--- src/design/sacd_ram.sv ---
// Directory RAM: one row per set, one write port, one registered read port.
`default_nettype none

module sacd_ram #(
    parameter int WIDTH      = 64,
    parameter int DEPTH_BITS = 6
) (
    input  wire logic                  clk,
    input  wire logic                  rd_en,
    input  wire logic [DEPTH_BITS-1:0] rd_addr,
    output logic      [WIDTH-1:0]      rd_data,
    input  wire logic                  wr_en,
    input  wire logic [DEPTH_BITS-1:0] wr_addr,
    input  wire logic [WIDTH-1:0]      wr_data
);

    logic [WIDTH-1:0] mem [1 << DEPTH_BITS];
    logic [WIDTH-1:0] rd_data_reg;

    always_ff @(posedge clk)
    begin
        if (wr_en)
        begin
            mem[wr_addr] <= wr_data;
        end
    end

    always_ff @(posedge clk)
    begin
        if (rd_en)
        begin
            rd_data_reg <= mem[rd_addr];
        end
    end

    assign rd_data = rd_data_reg;

endmodule

`default_nettype wire

--- config.mk ---
export PLATFORM = sky130hd
export DESIGN_NAME = sacd_ram
export DESIGN_NICKNAME = d
export VERILOG_FILES = /design/src/design/sacd_ram.sv
export SDC_FILE = /design/constraint.sdc
export NUM_CORES = 2
export LEC_CHECK = 0
export ABC_AREA = 0
export BUFFER_PORTS_ARGS = -buffer_cell sky130_fd_sc_hd__buf_2
export CAP_MARGIN = 20
export CORE_UTILIZATION = 50
export DETAILED_ROUTE_END_ITERATION = 7
export PLACE_DENSITY = 0.65
export REMOVE_ABC_BUFFERS = 1
export SETUP_SLACK_MARGIN = 0.2
export SYNTH_ARGS = -nofsm -noshare
export SYNTH_HDL_FRONTEND = slang
export SYNTH_SLANG_ARGS = --single-unit
--- constraint.sdc ---
create_clock -name clk -period 8 [get_ports clk]
set_input_delay 1.6 -clock clk [delete_from_list [all_inputs] [get_ports clk]]
set_output_delay 1.6 -clock clk [all_outputs]
set_load 0.02 [all_outputs]
==> Word-level counts from Yosys, hierarchy flattened <==
Memory sizes are Yosys's and may differ from the RTL's. A register that Yosys moved wholly into a read port is not among the register bits.
Cells that the tools add are included.
{ "word_totals": {"in_bits": 79, "mem_count": 1, "output_inout_bits": 64, "ramBits": 4096, "ff_bits": 0} }
{ "classes": {"mux": 2} }
{ "mem_list": {"columns": ["memory", "depth", "word_bits", "rd", "rd_ports_with_merged_regs", "wr", "line", "text"], "rows": [
  ["mem", 64, 64, 1, 1, 1, "17", "logic [WIDTH-1:0] mem [1 << DEPTH_BITS];"]
]} }
{ "op_table": {"columns": ["operator", "n"], "rows": [
  ["$mux W1", 2]
]} }

==> Longest topological paths before layout <==
{ "logic_depth": {"word_depth": 2, "depth_mapped": 9, "ltp_nobuf": 5} }

==> Least setup slack after synthesis <==
Ideal clock, no wire load.
{ "synth_path": {"path_kind": "in2reg", "from": "input port wr_addr[3]", "to": "memory mem[48][0], enable pin", "cell_stages": 4, "path_slack_ns": 0.964, "required_ns": 7.436, "t_arrival_ns": 6.472, "n_path_buf": 1, "path_cell_list": "clkbuf_1 -> nor2b_1 -> nand4b_1 -> nor3_1"} }
{ "synth_lines": {"columns": ["element", "line", "text"], "rows": [
  ["start, declared", "13", "input wire logic [DEPTH_BITS-1:0] wr_addr,"],
  ["end, declared", "17", null]
]} }
No word-level cell before the write port.

==> impl_metrics.py <==
metrics = {
    "outcome": {
        "status": "finished clean",
    },
    "clock_tree": {
        "post-cts-setup-buffer-count": 0,
        "ctsHoldBuffers": 0,
        "cts.sinks": 4160,
        "cts_tree": "done",
        "numCtsBuffers": 410,
        "cts.path.max_buffers": 4,
        "cts.clk_slew.worst_paths_ns": 0.07,
        "clk_latency_ns": 0.98,
        "cts_resized": 0,
        "htreeDepth": 5,
        "cts_root_buffer": "clkbuf_16",
    },
    "placed_design": {
        "hpwlAfterDp_um": 213000,
        "dpl-instance-area_um2": 164000,
        "port_buffers": 142,
        "routabilityCongestion": 0.772,
    },
    "global_routing": {
        "grt_antenna_before_repair": 36,
        "overflow": 0,
        "grtUsageTotal": 0.267,
        "grt_max_degree": 111,
        "grt_pass1_vias": 75900,
        "grt_first_pass_wirelength_um": 590000,
    },
    "final_layout": {
        "largest_register_ff_count": 4096,
        "final_cell_mix": "edfxtp_1 (4,160), mux4_2 (1,024), clkbuf_16 (410), a22oi_1 (168), buf_4 (145)",
        "drive_gt1_frac": 0.280,
        "final_area_um2": 177000,
        "syn2layout_area_growth_pct": 12.9,
        "nets": 7060,
        "final_common_cell": "edfxtp_1",
    },
    "die": {
        "die_x_um": 562,
        "core_um2": 312000,
        "rows": 205,
        "die_h_um": 562,
        "dieArea_um2": 316000,
        "io_pins": 143,
        "start_util": 0.503,
    },
    "sta": {
        "grt_setup_unrepaired": "false",
        "period_minus_slack_ns": 4.35,
        "relSlewSlack": 0.172,
        "setup_tns_ns": 0,
        "finalCritPeriodShare": 0.544,
        "clock-skew-final_ns": 0.0615,
        "hold_viol_final": 0,
        "slew_violations": 0,
        "max_freq_mhz": 230,
        "worstMarginPinSlew_ns": 1.24,
        "setup_viol": 0,
    },
    "synthesis": {
        "ys_seq_elements": 4160,
        "synth_cell_type_count": 32,
        "ys_seq_area_frac": 0.796,
        "synthesis.instances": 6598,
        "syn_area_um2": 157000,
        "syn_area_per_cell_um2": 23.8,
        "ys.warnings.count": 0,
    },
    "min_path": {
        "hold_depth": 4,
        "hp-class": "reg -> reg",
    },
    "drt": {
        "route.detailed.drc": 0,
        "via_count": 75900,
        "finalWirelength_um": 423000,
        "drtIter0Drc": 10700,
        "wl_per_cell_um": 36.9,
        "vias_per_cell": 6.61,
        "ant_nets": 0,
        "drt_first_pass_iters": 5,
    },
    "worst_setup_path": {
        "worstRegToRegCells": 5,
        "slowest_delay_ns": 0.80,
        "start_kind": "input port",
        "cp_max_fo": 83,
        "crit_path_end_kind": "flip-flop",
        "critPathArrivalTime_ns": 4.97,
        "required_ns": 8.62,
        "critPathKind": "in -> reg",
        "rrSetupSlack_ns": 5.65,
        "cp_slowest_cell": "buf_4",
        "crit_chain": "buf_12 > buf_4 > mux4_2 > mux2i_1 > nand2_1 > a31oi_1 > a211oi_1",
    },
    "power": {
        "total_power_mw": 45.3,
        "power_density_nw_per_um2": 255,
        "ir_drop_v": 0.000268,
        "p_leak_nw": 54.9,
    },
    "flow_run": {
        "cap_violations": 0,
    },
}
-- stage by stage --
step	hold slack, ns	setup WS (ns)	instances	utilization
after floorplan	0.865	1.10	6228	-
after global placement	0.893	2.71	10700	0.524
after detailed placement	0.915	2.67	10700	0.525
after CTS	0.890	3.68	11500	0.567
after global routing	0.893	3.56	11500	0.567
final	0.895	3.65	11500	0.568
-- where the power goes --
group	internal (mW)	switching (mW)	total (mW)	leakage, nW
sequential	24.2	0.0652	24.3	37.5
combinational	0.738	1.28	2.01	11.0
clock	10.7	8.31	19.0	6.44
-- metal layers --
| metal | GRT usage | vias up | part of all wire |
|---|---|---|---|
| met5 | 0.00678 | - | 0.00095 |
| met4 | 0.0678 | 18 | 0.027 |
| met3 | 0.0498 | 704 | 0.10 |
| met2 | 0.431 | 4348 | 0.48 |
| met1 | 0.381 | 41500 | 0.39 |
| li1 | - | 29400 | - |
-- cells by family after synthesis --
| logic type | share of synthesized area |
|---|---|
| buffers and inverters | 0.0118 |
| AO/OA/AOI/OAI | 0.0247 |
| flip-flops | 0.796 |
| multiplexers | 0.156 |
| AND/OR/NAND/NOR | 0.0123 |
-- worst max-delay path: cells and delay by family --
family                 cells  cell delay (ns)
buffers and inverters      2             1.22
AO/OA/AOI/OAI              2             0.93
AND/OR/NAND/NOR            1             0.08
multiplexers               2             0.77
-- path summary, 6_finish.rpt --
path / end / startpoint
setup / recovery: rd_data[47] / rd_addr[0]
hold / removal: rd_data[48] / mem[52][48]
setup reg to reg: rd_data[47] / mem[45][47]
hold reg to reg: rd_data[48] / mem[52][48]
-- cell usage after synthesis --
| library cell | instances | share of area |
|---|---|---|
| or2_2 | 28 | 0.0011 |
| inv_1 | 19 | 0.00045 |
| nand4_1 | 2 | 0.000080 |
| or3b_2 | 1 | 0.000056 |
| a31o_1 | 1 | 0.000056 |
| buf_4 | 34 | 0.0016 |
| edfxtp_1 | 4160 | 0.80 |
| a22o_1 | 88 | 0.0049 |
| o22ai_1 | 83 | 0.0033 |
| mux2i_1 | 135 | 0.0086 |
| or3_1 | 29 | 0.0012 |
| nand3_1 | 45 | 0.0014 |
| a41oi_1 | 26 | 0.0015 |
| nor2b_1 | 28 | 0.0011 |
| nor2_1 | 112 | 0.0027 |
| and2_1 | 3 | 0.00012 |
| clkbuf_1 | 140 | 0.0033 |
| buf_6 | 6 | 0.00043 |
| nand2_1 | 58 | 0.0014 |
| a31oi_1 | 18 | 0.00072 |
| nand4b_1 | 1 | 0.000056 |
| and3_1 | 64 | 0.0026 |
| buf_2 | 170 | 0.0054 |
| mux4_2 | 1024 | 0.15 |
| nand3b_1 | 2 | 0.000096 |
| a211oi_1 | 63 | 0.0030 |
| a2bb2oi_1 | 19 | 0.0011 |
| nand2b_1 | 11 | 0.00044 |
| buf_1 | 20 | 0.00048 |
| nor3_1 | 2 | 0.000064 |
| o221ai_1 | 38 | 0.0021 |
| a22oi_1 | 168 | 0.0080 |
-- cell type report --
cell class                      instances  area, um^2
Fill cell                           22300      135000
Sequential cell                      4160      125000
Multi-Input combinational cell       2049       30800
Clock buffer                          479       10500
Tap cell                             4140        5180
Timing Repair Buffer                  341        2950
Clock inverter                        277        2720
Inverter                               19        71.3
Antenna cell                           15        37.5
Power figures use the tool's default switching activity.
